## config.mk

```make
export PLATFORM = sky130hd
export DESIGN_NAME = sge_exp_stage
export DESIGN_NICKNAME = d
export VERILOG_FILES = /design/src/rtl/core/sge_pkg.sv /design/src/rtl/core/sge_exp_stage.sv
export SDC_FILE = /design/constraint.sdc
export NUM_CORES = 1
export LEC_CHECK = 0
export ABC_CLOCK_PERIOD_IN_PS = 8450
export BUFFER_PORTS_ARGS = -buffer_cell sky130_fd_sc_hd__buf_2
export CORE_UTILIZATION = 57
export CTS_CLUSTER_DIAMETER = 30
export DETAILED_ROUTE_END_ITERATION = 7
export GPL_TIMING_DRIVEN = 0
export PLACE_DENSITY_LB_ADDON = 0.1
export SETUP_SLACK_MARGIN = 0.4
export SKIP_CTS_REPAIR_TIMING = 1
export SLEW_MARGIN = 20
export SYNTH_ARGS = -nofsm -noshare
export SYNTH_HDL_FRONTEND = slang
export SYNTH_SLANG_ARGS = --single-unit
```

## constraint.sdc

```tcl
create_clock -name clk -period 8.45 [get_ports clk]
set_clock_uncertainty 0.05 [all_clocks]
set_input_delay 1.2675 -clock clk [delete_from_list [all_inputs] [get_ports clk]]
set_output_delay 1.2675 -clock clk [all_outputs]
set_load 0.005 [all_outputs]
```

## src/rtl/core/sge_pkg.sv

```systemverilog
// ----------------------------------------------------------------------------
// sge_pkg: shared types and constants for the sigmoid pipeline
// Fixed formats, the exp(-2^j) factor ROM, and the exponent stage record.
// ----------------------------------------------------------------------------
package sge_pkg;

  localparam int X_WIDTH      = 16;  // input element width, Q4.11
  localparam int IN_FRAC_BITS = 11;  // fraction bits of the input element
  localparam int ROM_LOW_EXP  = 14;  // ROM entry 0 holds exp(-2^-14)
  localparam int EXP_W        = 32;  // Q0.32 exponential accumulator

  // Record that travels down the exponent chain.
  typedef struct packed {
    logic               last;
    logic               neg;
    logic [X_WIDTH-1:0] mag;
    logic               one;   // accumulator still equals 1.0
    logic [EXP_W-1:0]   acc;   // Q0.32, valid when one is low
  } exp_data_t;

  // round(exp(-2^j) * 2^32) for j = idx - ROM_LOW_EXP; zero past the table.
  function automatic logic [EXP_W-1:0] exp_factor(input int idx);
    logic [EXP_W-1:0] f;
    unique case (idx)
      0:       f = 32'd4294705160;
      1:       f = 32'd4294443040;
      2:       f = 32'd4293918848;
      3:       f = 32'd4292870656;
      4:       f = 32'd4290775039;
      5:       f = 32'd4286586875;
      6:       f = 32'd4278222805;
      7:       f = 32'd4261543595;
      8:       f = 32'd4228380000;
      9:       f = 32'd4162825044;
      10:      f = 32'd4034748382;
      11:      f = 32'd3790295335;
      12:      f = 32'd3344923893;
      13:      f = 32'd2605029347;
      14:      f = 32'd1580030169;
      15:      f = 32'd581260615;
      16:      f = 32'd78665070;
      17:      f = 32'd1440801;
      18:      f = 32'd483;
      default: f = '0;
    endcase
    return f;
  endfunction

endpackage

```

## src/rtl/core/sge_exp_stage.sv

```systemverilog
// ----------------------------------------------------------------------------
// sge_exp_stage: one step of the table-based exponential
// Multiplies the accumulator by exp(-2^j) when magnitude bit BIT_POS is set.
// ----------------------------------------------------------------------------
module sge_exp_stage #(
  parameter int BIT_POS = 0
) (
  input  logic               clk,
  input  logic               rst_n,
  input  logic               en,
  input  logic               in_valid,
  input  sge_pkg::exp_data_t in_data,
  output logic               out_valid_r,
  output sge_pkg::exp_data_t out_data_r
);

  localparam int IDX = BIT_POS + sge_pkg::ROM_LOW_EXP - sge_pkg::IN_FRAC_BITS;
  localparam bit ACTIVE = (IDX >= 0);
  localparam logic [sge_pkg::EXP_W-1:0] FACTOR = sge_pkg::exp_factor(IDX);

  logic [2*sge_pkg::EXP_W-1:0] prod;
  logic [2*sge_pkg::EXP_W-1:0] prod_rnd;
  sge_pkg::exp_data_t          out_data_nxt;

  assign prod     = in_data.acc * FACTOR;
  assign prod_rnd = prod + (64'd1 << (sge_pkg::EXP_W - 1));

  always_comb begin
    out_data_nxt = in_data;
    if (ACTIVE && in_data.mag[BIT_POS]) begin
      out_data_nxt.one = 1'b0;
      // 1.0 times the factor is the factor itself
      if (in_data.one) begin
        out_data_nxt.acc = FACTOR;
      end else begin
        out_data_nxt.acc = prod_rnd[2*sge_pkg::EXP_W-1:sge_pkg::EXP_W];
      end
    end
  end

  always_ff @(posedge clk) begin
    if (!rst_n) begin
      out_valid_r <= 1'b0;
    end else if (en) begin
      out_valid_r <= in_valid;
    end
  end

  always_ff @(posedge clk) begin
    if (en) begin
      out_data_r <= out_data_nxt;
    end
  end

endmodule

```

After elaboration in Yosys (flattened, before gate mapping)
Cells that the tools add are included.
Storage, ports and cells
  register bits: 52
Operators by class
  add/sub/neg operators: 1
  multiply operators: 1
  multiplexer cells: 2
Operator list (number)
  $add A64 B32 Y64 const B: 1
  $mux W32: 2
  $mul A32 B23 Y55 const B: 1

Depth between registers and ports, before layout
  word-level depth: 4
  mapped depth: 27
  mapped depth without buffers: 25

Worst setup path after synthesis
No wires, ideal clock.
  kind: in2reg
  start point: input port in_data[5] (netlist name)
  end point: register out_data_r[30] (netlist name), data pin
  setup time: 0.261 ns
  arrival time: 7.650 ns
  data required time: 8.139 ns
  setup slack: 0.489 ns
  stages on the path: 23
  buffers on the path: 0
  path through: inv_1 > fa_1 > inv_1 > fa_1 > inv_1 > fa_1 > inv_1 > fa_1 > fa_1 > fa_1 > ha_1 > ha_1 > a21oi_1 > nand2_1 > or2_2 > a32o_1 > mux2_2 > nor4bb_1 > nand4bb_1 > and4bb_2 > nand3b_1 > o21a_1 > o32a_1
RTL lines
  from (decl): line sge_exp_stage.sv:12  | input sge_pkg::exp_data_t in_data,
  to (signal assigned): line sge_exp_stage.sv:51  | out_data_r <= out_data_nxt;
  to (decl): line sge_exp_stage.sv:14  | output sge_pkg::exp_data_t out_data_r

==> qor.yml <==
boundaryPins: 107
core-area_um2: 21960
ys_async_sr_fraction_pct: 0
synth.mux.area_fraction_pct: 0.4083
grt_pass1_wl_um: 51960
vias_per_cell: 5.678
dp.cells: 1639
fillers: 1585
grt-ovfl-total: 0
areaGrowthSynthToFinish_pct: 24.04
status: "complete, but fails checks"
initial_core_util_pct: 58.61
synth_edf_count: 51
clkTransAtPathRegs_ns: 0.07
stdcell_count: 1736
drt-initial-drc-count: 590
synth_top_area_share_pct: 35.00
cts_buffer_depth: 2
antenna_left: 0
cp.arrival_ns: 7.94
drc: 7
layout.nets: 1935
io_buffers: 106
hold_depth: 2
synth-simple-area-share_pct: 9.664
cts-root-buf: "clkbuf_16"
setup-violations-final: 0
ys_seq_elements: 52
htreeDepth: 2
diodes: 0
routed_wl_um: 34220
slew_viol_final: 0
rsz0062_at_grt: "true"
synth_top_family_by_area: "adder cells"
ys_types: 89
timing.fmax_mhz: 125.7
dp_slack_ns: -0.6923
vias: 9857
fp.dieArea_um2: 23180
cts_tree: "done"
dp.final_hpwl_um: 27480
hold_viol_final: 0
worstMarginPinSlew_ns: 0.6220
gp_congestion: 0.9510
die_height_um: 152.3
synth_ff_type: "edfxtp_1"
drv_cap: 0
ys_top_cells_by_area: "fa_1, ha_1, edfxtp_1"
critPathCaptureType: "flip-flop"
r2r_cells: 2
cp-start-kind: "input port"
rrSetupSlack_ns: 7.81
synth.cell_area_um2: 12870
period_needed_ns: 7.955
setup_ws_ns: 0.4949
period_share_pct: 94.14
crit_required_ns: 8.44
rows: 54
post-route-util_pct: 72.70
hold_class: "reg -> reg"
firstDrtPassIters: 7
netlist_instances: 1253
synthXorXnorAreaFrac_pct: 4.326
syn_area_per_cell_um2: 10.27
synthAdderAreaFrac_pct: 54.44
synth_warnings: 0
insertion_delay_ns: 0.28
antenna_found_initial: 0
maxSlewHeadroom_pct: 58.53
drive_above_1_share_pct: 30.70
synth_compound_area_share_pct: 9.615
synth_seq_area_share_pct: 12.06
violations: "design-rule violations"
cts_buffers: 5
cts.sinks: 52
synth_top_area_cell: "fa_1"
critPathKind: "in -> reg"
crit_path_max_fanout: 6
wl_per_cell_um: 19.71
syn_nets: 1733
grt_max_degree: 53
first_global_vias: 9844
die_x_um: 152.3
grtUsageTotal_pct: 28.97
path summary, 6_finish.rpt:
check / from / to
setup / recovery: in_data[17] / out_data_r[30]
hold / removal: out_valid_r / out_valid_r
setup reg to reg: out_valid_r / out_valid_r
hold reg to reg: out_valid_r / out_valid_r
registers in the layout, indices dropped and copies added, names as in the netlist:
name,cells
out_valid_r,1
out_data_r,51
synth_stat cells (4+ instances only):
| library cell | count |
|---|---|
| a21oi_2 | 5 |
| xor2_1 | 27 |
| and4_1 | 8 |
| o22ai_1 | 12 |
| edfxtp_1 | 51 |
| xnor2_1 | 34 |
| buf_4 | 6 |
| o211ai_1 | 8 |
| a31oi_1 | 7 |
| buf_2 | 13 |
| o22a_1 | 7 |
| and3_1 | 15 |
| ha_1 | 200 |
| nand3_1 | 23 |
| o2bb2ai_1 | 6 |
| nor3_1 | 15 |
| inv_1 | 283 |
| o21ai_0 | 22 |
| o21bai_1 | 4 |
| nor2b_1 | 6 |
| nand2_1 | 53 |
| clkbuf_1 | 8 |
| a21o_1 | 16 |
| a21oi_1 | 41 |
| and2_1 | 8 |
| fa_1 | 225 |
| o21ai_1 | 5 |
| a211oi_1 | 4 |
| nand4_1 | 20 |
| o21a_1 | 4 |
| nor2_1 | 36 |
layout by cell type (no fill, tap or decap), types with 11 or more instances in the layout:
cell / instances
buf_2: 85
nand4_1: 20
o22ai_1: 12
xor2_1: 19
nor2_1: 32
fa_2: 36
buf_6: 25
xnor2_1: 27
ha_4: 26
clkinvlp_4: 12
a21oi_4: 14
edfxtp_1: 51
a21oi_1: 22
and3_1: 12
a21o_1: 14
nor3_1: 11
o21ai_2: 11
ha_1: 173
inv_1: 255
fa_1: 189
inv_2: 16
nand2_1: 50
nand3_1: 19
clkbuf_4: 11
buf_4: 90
metal layers:
layer,GRT usage (%),vias to the layer above,part of all wire (%)
li1,-,4566,-
met5,0,-,0
met1,39.42,4901,42
met4,9.135,0,4.9
met2,48.98,320,48
met3,2.929,70,4.9
per-stage QoR:
step                area, um2  TNS [ns]  hold WS (ns)
finish                  15960         0        0.4725
detailed placement      13750    -7.388        0.4609
floorplan               12870         0        0.4573
CTS                     13900    -2.329        0.4774
global placement        13750    -7.708        0.4435
global route            15960         0        0.4972
cell families (layout without fill, tap and decap cells):
group | Yosys count | after routing
simple gates | 222 | 222
xor+xnor | 62 | 62
flops | 52 | 52
fa+ha+maj | 425 | 425
mux | 5 | 5
buf+inv | 313 | 516
compound gates | 174 | 174
final cells by class:
cell class,instances,area (um2),share of cell area [%]
Clock buffer,5,125.1,0.7838
Sequential cell,52,1551,9.719
Multi-Input combinational cell,888,11240,70.40
Buffer,29,241.5,1.513
Inverter,284,1110,6.952
Clock inverter,3,21.27,0.1332
Timing Repair Buffer,195,1326,8.308
Tap cell,280,350.3,2.195
critical path, stage by stage:
cell        delay (ns)
buf_6             0.13
clkinvlp_4        0.15
buf_4             0.17
fa_2              0.51
fa_1              0.56
inv_1             0.05
fa_1              0.47
fa_1              0.51
fa_1              0.43
fa_1              0.58
ha_4              0.23
ha_4              0.24
buf_6             0.13
a21oi_2           0.22
o21ai_2           0.13
a21o_1            0.21
a32o_2            0.27
mux2_2            0.25
nor4bb_2          0.27
nand4bb_1         0.19
and4bb_2          0.36
nand3b_1          0.10
o21a_1            0.18
o32a_1            0.32
Power is not shown: default switching activity piles up to over one toggle a cycle in this logic, so the estimate is an artifact.
