**src/rtl/core/sge_div_stage.sv**
```systemverilog
// ----------------------------------------------------------------------------
// sge_div_stage: one quotient bit of the restoring divider
// Shifts in the next dividend bit, subtracts the divisor when it fits.
// ----------------------------------------------------------------------------
module sge_div_stage #(
  parameter int OUT_BITS = 16
) (
  input  logic                clk,
  input  logic                rst_n,
  input  logic                en,
  input  logic                in_valid,
  input  logic [32:0]         in_rem,
  input  logic [33:0]         in_den,
  input  logic [OUT_BITS:0]   in_low,
  input  logic [OUT_BITS:0]   in_quo,
  input  logic                in_last,
  output logic                out_valid_r,
  output logic [32:0]         out_rem_r,
  output logic [33:0]         out_den_r,
  output logic [OUT_BITS:0]   out_low_r,
  output logic [OUT_BITS:0]   out_quo_r,
  output logic                out_last_r
);

  logic [33:0]       trial;
  logic [33:0]       diff;
  logic              fits;
  logic [32:0]       out_rem_nxt;
  logic [OUT_BITS:0] out_low_nxt;
  logic [OUT_BITS:0] out_quo_nxt;

  assign trial       = {in_rem, in_low[OUT_BITS]};
  assign diff        = trial - in_den;
  assign fits        = (trial >= in_den);
  // remainder stays below the divisor, which is at most 2^33
  assign out_rem_nxt = fits ? diff[32:0] : trial[32:0];
  assign out_low_nxt = {in_low[OUT_BITS-1:0], 1'b0};
  assign out_quo_nxt = {in_quo[OUT_BITS-1:0], fits};

  always_ff @(posedge clk) begin
    if (!rst_n) begin
      out_valid_r <= 1'b0;
    end else if (en) begin
      out_valid_r <= in_valid;
    end
  end

  always_ff @(posedge clk) begin
    if (en) begin
      out_rem_r  <= out_rem_nxt;
      out_den_r  <= in_den;
      out_low_r  <= out_low_nxt;
      out_quo_r  <= out_quo_nxt;
      out_last_r <= in_last;
    end
  end

endmodule
```
**config.mk**
```make
export PLATFORM = sky130hd
export DESIGN_NAME = sge_div_stage
export DESIGN_NICKNAME = d
export VERILOG_FILES = /design/src/rtl/core/sge_div_stage.sv
export SDC_FILE = /design/constraint.sdc
export NUM_CORES = 1
export LEC_CHECK = 0
export BUFFER_PORTS_ARGS = -buffer_cell sky130_fd_sc_hd__buf_4
export CAP_MARGIN = 15
export CORE_ASPECT_RATIO = 1.25
export CORE_MARGIN = 1.5
export CORE_UTILIZATION = 50
export CTS_CLUSTER_DIAMETER = 30
export CTS_CLUSTER_SIZE = 10
export DETAILED_ROUTE_END_ITERATION = 10
export PLACE_DENSITY_LB_ADDON = 0.12
export SLEW_MARGIN = 20
export SYNTH_ARGS = -nofsm -noshare
export SYNTH_HDL_FRONTEND = slang
export SYNTH_SLANG_ARGS = --single-unit
export TNS_END_PERCENT = 1
```
**constraint.sdc**
```tcl
create_clock -name clk -period 4 [get_ports clk]
set_clock_uncertainty 0.2 [all_clocks]
set_input_delay 0 -clock clk [delete_from_list [all_inputs] [get_ports clk]]
set_output_delay 0 -clock clk [all_outputs]
set_load 0.005 [all_outputs]
```
======== Word level (Yosys, flattened, before mapping) ========
Index checks and enable logic that the tools add are counted.
storage, ports and cells
  register bits after elaboration ......... 102
  logic and storage cells ................. 9
  bits of input ports ..................... 106
  output and inout bits ................... 103
operators by class
  $add $sub $neg .......................... 1
  multiplexer cells ....................... 1
  order comparisons ....................... 1
operator list
  operator          number
  $ge A34 B34 Y1    1
  $mux W33          1
  $sub A33 B33 Y33  1

======== Depth between registers and ports, before layout ========
Gate-level depths: netlist of the first run.
  depth after elaboration ................. 2
  depth in mapped cells ................... 13
  depth with buffers taken out ............ 12

======== Worst setup path after synthesis of the first run ========
Ideal clock, no wire load.
  path type ............................... input to register
  from .................................... in in_low[16]
  to ...................................... reg out_rem_r[10] (data pin)
  cell stages on the path ................. 13
  setup slack ............................. 879 ps
  path buffers ............................ 1
  arrival ................................. 2,661 ps
  cells stage by stage .................... inv_1 -> ha_1 -> inv_1 -> fa_1 -> a21o_1 -> a221oi_2 -> o221ai_2 -> and4_4 -> nor4_2 -> nor2_1 -> a21oi_4 -> buf_12 -> mux2_4
between the ends
  word-level cells in the longest chain between the ends .. 2
ends and longest elaborated chain
  item                                                       RTL line  text
  from (decl)                                                14        input logic [OUT_BITS:0] in_low,
  $sub A33 B33 Y33 / $ge A34 B34 Y1 (equally long branches)  33, 34
  $mux W33 (*)                                               36        assign out_rem_nxt = fits ? diff[32:0] : trial[32:0];
  named net out_rem_nxt[10]                                  28        logic [32:0] out_rem_nxt;
  to (signal assigned)                                       50        out_rem_r <= out_rem_nxt;
  to (decl)                                                  18        output logic [32:0] out_rem_r,
The timed path passes the listed nets; every way through them passes the cells marked *.
A chain may end at the register's enable or synchronous reset.

======== Worst setup path in the final report of the first run ========
  from .................................... in in_low[16]
  to ...................................... reg out_rem_r[1] (data pin)
The elaborated chain is that of the path after synthesis.

==> flow_metrics.env, run 1 <==
export IMPL_status="finished clean"
export IMPL_grt_pass1_wl_mm=27.1
export IMPL_syn_num_nets=600
export IMPL_insertedDiodeCount=0
export IMPL_dpl_instance_area_mm2=0.00730
export IMPL_wl_mm=17.6
export IMPL_synthTopCellsByArea="edfxtp_1 53%, ha_1 7.5%, mux2_4 7.1%, xnor2_1 3.2%, a21oi_1 3.2%"
export IMPL_setup_viol=0
export IMPL_critPathCaptureType="flip-flop"
export IMPL_clockRootBuffer="clkbuf_16"
export IMPL_peakVddDrop_uv=196
export IMPL_p_per_area_mw_per_mm2=360
export IMPL_post_synth_top_area_cell="edfxtp_1"
export IMPL_ant_nets=0
export IMPL_synth_top_family_by_area="compound AO/OA/AOI/OAI gates"
export IMPL_ys_seq_area_share_pct=53.8
export IMPL_netlist_instances=459
export IMPL_synthAdderAreaFrac_pct=7.85
export IMPL_path_clk_slew_ps=70
export IMPL_grt_overflow_total=0
export IMPL_viasPerCell=5.44
export IMPL_drt_pass1_iterations=5
export IMPL_crit_chain="dlygate4sd3_1 -> buf_4 -> inv_1 -> ha_1 -> inv_1 -> fa_1 -> a21o_1 -> a221oi_2 -> o221ai_2 -> and4_4 -> nor4_2 -> nor2_1 -> a21oi_4 -> buf_4 -> mux2_2"
export IMPL_critPathTopFamily="buffers and inverters"
export IMPL_drc_errors=0
export IMPL_synth_compound_area_share_pct=11.7
export IMPL_synth_edf_count=101
export IMPL_use_met1_pct=33.6
export IMPL_post_route_period_util_pct=95.5
export IMPL_finish_utilization_pct=77.8
export IMPL_cp_max_fo=17
export IMPL_grt_use_met3_pct=5.45
export IMPL_dieArea_mm2=0.0120
export IMPL_r2r_slack_ps=2630
export IMPL_hold_class="in2reg"
export IMPL_crit_slowest_cell="dlygate4sd3_1"
export IMPL_final_nets=907
export IMPL_multi_input_area_mm2=0.00236
export IMPL_synth_mux_area_share_pct=8.47
export IMPL_final_area_mm2=0.00862
export IMPL_cts_path_max_buffers=2
export IMPL_rsz0062_at_grt="no"
export IMPL_antenna_found_initial=0
export IMPL_drv_cap=0
export IMPL_syn_area_mm2=0.00567
export IMPL_clk_latency_ps=350
export IMPL_row_count=43
export IMPL_cts_sinks=102
export IMPL_finalSetupTns_ps=0
export IMPL_vias=4925
export IMPL_syn_to_final_growth_pct=52.0
export IMPL_grt_usage_pct=29.1
export IMPL_ys_async_sr_fraction_pct=0
export IMPL_yosys_area_share_xor_xnor_pct=4.63
export IMPL_critPathMaxStageDelay_ps=540
export IMPL_htreeDepth=3
export IMPL_cp_data_required_time_ps=3900
export IMPL_syn_area_per_cell_um2=12.4
export IMPL_regArea_mm2=0.00305
export IMPL_synth_cell_types=54
export IMPL_grt_max_degree=81
export IMPL_min_period_ps=3820
export IMPL_ys_ff_latch=102
export IMPL_die_h_um=122
export IMPL_postCtsResizedCells=0
export IMPL_p_leak_nw=3.86
export IMPL_top_usage_layer="met2"
export IMPL_synth_top_cell_area_share_pct=53.5
export IMPL_synth_simple_area_share_pct=8.91
export IMPL_relSlewSlack_pct=30.4
export IMPL_cts_tree="yes"
export IMPL_drt_initial_drc_count=279
export IMPL_gp_congestion=0.936
export IMPL_boundaryPins=209
export IMPL_dpl_hpwl_mm=10.9
export IMPL_gr_usage_met2_pct=55.0
export IMPL_initial_core_util_pct=51.2
export IMPL_worst_path_buf_inv=5
export IMPL_hold_viol=0
export IMPL_core_mm2=0.0111
export IMPL_cts_buffers=9
export IMPL_portBuffers=206
export IMPL_max_freq_ghz=0.262
export IMPL_drive_gt1_share_pct=33.6
export IMPL_crit_arrival_ps=3720
export IMPL_wl_per_cell_um=19.4
export IMPL_nFillCells=663
export IMPL_yosysWarnings=0
export IMPL_die_w_um=98.3
export IMPL_grt_pass1_vias=5095
export IMPL_crit_path_start_kind="primary input"
export IMPL_finalMaxSlewViolations=0
export IMPL_tightest_slew_ps=1040
export IMPL_crit_type="in2reg"
export IMPL_ys_flop_type="edfxtp_1"
cell usage in the layout (no fill, tap or decap), types with 21 or more instances in the layout:
cell type / synthesis / final
a21oi_1: 36 / 36
inv_1: 40 / 40
nor2_1: 25 / 25
dlygate4sd3_1: 0 / 102
mux2_4: 27 / 27
xnor2_1: 21 / 21
buf_4: 1 / 209
nand2_1: 26 / 26
edfxtp_1: 101 / 101
ha_1: 34 / 34
what timing repair did:
item	CTS	global route
hold endpoints to repair	101	0
hold buffers	102	0
buffers inserted	0	0
stage by stage:
step                      instances  power, mW  hold slack, ps  worst slack (ps)
after global placement          788       2.09           -21.9               499
final                           906       3.10             136               182
after global routing            906       3.22             172              15.8
after floorplan                 459       1.77            -101               879
after detailed placement        788       2.11           -20.4               431
after CTS                       906       3.08             160               219
state kept, by name, summed over array words and instances (netlist names):
name and flops:
out_low_r 16, out_den_r 34, out_rem_r 33, out_last_r 1, out_quo_r 17, out_valid_r 1
layer usage:
metal,vias to the layer above,wire length (um)
met3,36,1170
met2,264,9380
met5,-,0
met1,2321,6710
met4,0,342
li1,2304,-
power breakdown:
group,switching [mW],internal (mW),leakage [nW]
Sequential,0.0388,1.31,0.997
Clock,0.410,0.491,0.139
Combinational,0.385,0.473,2.73
Total,0.833,2.27,3.86
layout make-up:
class | count | share of cell area [%]
sequential | 102 | 35.4
timing repair buffer | 311 | 30.0
multi-input combinational | 302 | 27.4
clock buffer | 10 | 2.66
tap | 135 | 1.96
inverter | 40 | 1.74
clock inverter | 6 | 0.798
cells by family after synthesis:
group / after synthesis
adders and majority gates: 35
AOI/OAI and AO/OA: 101
other: 1
xor gates and xnor gates: 30
and+or+nand+nor: 101
buffers and inverters: 55
muxes: 34
DFF: 102
path summary, 6_finish.rpt:
path,startpoint,to,cells after the start
hold / removal,en,out_den_r[27],1
setup reg to reg,out_valid_r,out_valid_r,3
setup / recovery,in_low[16],out_rem_r[1],15
hold reg to reg,out_valid_r,out_valid_r,3
Yosys cell counts, drive strengths merged, types with 6 or more instances:
library cell	number
edfxtp	101
o21ai	16
mux2	31
inv	40
nand3	9
nor2b	7
nor3	7
clkbuf	11
a21oi	37
ha	34
a21o	17
xor2	9
nand2	26
nor2	25
nand4	6
xnor2	21
Note: power is estimated with default switching activity, not from simulation.
==> run 2, diff against run 1 <==
--- a/config.mk
+++ b/config.mk
@@ -13,6 +13,7 @@
 export CTS_CLUSTER_DIAMETER = 30
 export CTS_CLUSTER_SIZE = 10
 export DETAILED_ROUTE_END_ITERATION = 10
+export MAX_ROUTING_LAYER = met4
 export PLACE_DENSITY_LB_ADDON = 0.12
 export SLEW_MARGIN = 20
 export SYNTH_ARGS = -nofsm -noshare
==> constraint.sdc (replaced) <==
create_clock -name clk -period 4 [get_ports clk]
set_clock_uncertainty 0.2 [all_clocks]
set_input_delay 0 -clock clk [delete_from_list [all_inputs] [get_ports clk]]
set_output_delay 0 -clock clk [all_outputs]
set_load 0.02 [all_outputs]
==> run 2 against run 1 <==
  * Non-clock buffer count unchanged
  * Sequential power about the same
  * Cell count unchanged
==> flow_metrics.env, run 2 (synthesis gave the netlist of run 1 again) <==
export IMPL_tightest_slew_ps=1040
export IMPL_initial_core_util_pct=51.2
export IMPL_grt_max_degree=81
export IMPL_top_register="out_den_r"
export IMPL_cts_buffers=9
export IMPL_crit_top_cell="inv_1"
export IMPL_vias=5079
export IMPL_viasPerCell=5.61
export IMPL_status="finished clean"
export IMPL_drt_pass1_iterations=7
export IMPL_cts_sinks=102
export IMPL_setup_viol=0
export IMPL_clk_latency_ps=350
export IMPL_htreeDepth=3
export IMPL_final_common_cell="buf_4"
export IMPL_relSlewSlack_pct=30.6
export IMPL_dpl_instance_area_mm2=0.00731
export IMPL_cp_data_required_time_ps=3900
export IMPL_reg_top3="out_den_r: 34 flops, out_rem_r: 33 flops, out_quo_r: 17 flops"
export IMPL_die_h_um=122
export IMPL_fin_cells=906
export IMPL_post_route_period_util_pct=93.4
export IMPL_cts_path_max_buffers=2
export IMPL_wl_mm=18.0
export IMPL_holdWs_ps=163
export IMPL_finalMaxSlewViolations=0
export IMPL_drc_errors=0
export IMPL_switching_power_uw=991
export IMPL_drv_cap=0
export IMPL_grt_overflow_total=0
export IMPL_largest_reg_flops=34
export IMPL_boundaryPins=209
export IMPL_die_w_um=98.3
export IMPL_p_sw_share_pct=30.7
export IMPL_wl_per_cell_um=19.8
export IMPL_hold_class="in2reg"
export IMPL_grt_pass1_wl_mm=27.2
export IMPL_layout_common_cells="207 x buf_4, 102 x dlygate4sd3_1, 101 x edfxtp_1"
export IMPL_ant_nets=0
export IMPL_p_leak_nw=3.88
export IMPL_p_per_area_mw_per_mm2=373
export IMPL_clockRootBuffer="clkbuf_16"
export IMPL_max_freq_ghz=0.268
export IMPL_rsz0062_at_grt="no"
export IMPL_crit_arrival_ps=3630
export IMPL_critPathMaxStageDelay_ps=540
export IMPL_gp_congestion=0.922
export IMPL_crit_type="in2reg"
export IMPL_final_nets=907
export IMPL_path_clk_slew_ps=80
export IMPL_grt_usage_pct=30.1
export IMPL_insertedDiodeCount=0
export IMPL_crit_path_start_kind="primary input"
export IMPL_portBuffers=206
export IMPL_internal_power_mw=2.23
export IMPL_dp_cells=787
export IMPL_dpl_hpwl_mm=10.7
export IMPL_total_power_mw=3.22
export IMPL_finalSetupTns_ps=0
export IMPL_syn_to_final_growth_pct=52.4
export IMPL_grt_pass1_vias=5149
export IMPL_drive_gt1_share_pct=33.7
export IMPL_final_area_mm2=0.00865
export IMPL_critPathCaptureType="flip-flop"
export IMPL_p_seq_share_pct=41.7
export IMPL_drt_initial_drc_count=354
export IMPL_cts_tree="yes"
export IMPL_crit_slowest_cell="dlygate4sd3_1"
export IMPL_row_count=43
export IMPL_peakVddDrop_uv=310
export IMPL_core_mm2=0.0111
export IMPL_combinationalPowerShare_pct=31.0
export IMPL_crit_chain="dlygate4sd3_1 -> buf_4 -> inv_1 -> ha_1 -> inv_1 -> fa_1 -> a21o_1 -> a221oi_2 -> o221ai_2 -> and4_4 -> nor4_2 -> nor2_1 -> a21oi_4 -> buf_12 -> mux2_2"
export IMPL_power_share_clock_pct=27.2
export IMPL_dieArea_mm2=0.0120
export IMPL_hold_viol=0
export IMPL_cp_max_fo=17
export IMPL_min_period_ps=3740
export IMPL_antenna_found_initial=0
[run 2: path summary, 6_finish.rpt]
kind	from	endpoint	slack [ps]	depth (start not counted)
worst max-delay path	in_low[16]	out_rem_r[1]	260	15
worst max register to register	out_valid_r	out_valid_r	2570	3
worst min register to register	out_valid_r	out_valid_r	940	3
worst min-delay path	en	out_quo_r[0]	160	1
[run 2: layout make-up]
cell class | count | area [um^2]
clock buffer | 9 | 225
clock inverter | 7 | 66.3
fill | 653 | 2440
inverter | 40 | 150
multi-input combinational | 302 | 2360
sequential | 102 | 3050
tap | 135 | 169
timing repair buffer | 311 | 2620
[run 2: per-stage QoR]
step | worst slack [ps] | util [%]
global route | 24.6 | 78.0
detailed placement | 473 | 65.9
floorplan | 879 | -
finish | 264 | 78.0
CTS | 262 | 77.8
global placement | 529 | 65.9
[run 2: worst max-delay path: cells and delay by family]
kind	cells	cell delay, ps
buffers and inverters	5	1020
AO/OA/AOI/OAI	4	1020
AND/OR/NAND/NOR	3	640
adder cells (fa/ha/maj)	2	570
multiplexers	1	350
[run 2: routing by layer]
| metal | wire length [um] | GRT usage (%) | vias to the layer above |
|---|---|---|---|
| met5 | 0 | - | - |
| met4 | 415 | 9.07 | 0 |
| met3 | 1440 | 4.93 | 51 |
| met2 | 9390 | 53.7 | 333 |
| met1 | 6730 | 34.7 | 2386 |
| li1 | - | - | 2309 |
[run 2: repair_timing]
| action | CTS | global route |
|---|---|---|
| hold buffers | 102 | 0 |
| resized for setup | 0 | 0 |
| hold endpoints to repair | 101 | 0 |
| buffers inserted | 0 | 0 |
| endpoints found under the setup margin | 0 | 1 |
[run 2: power by group through the flow]
| stage | Sequential [mW] | Combinational, mW | Clock (mW) |
|---|---|---|---|
| finish | 1.34 | 1.00 | 0.878 |
| global route | 1.35 | 1.06 | 0.922 |
| CTS | 1.34 | 0.962 | 0.876 |
| detailed placement | 1.36 | 0.876 | 0 |
| global placement | 1.36 | 0.861 | 0 |
| floorplan | 1.50 | 0.396 | 0 |
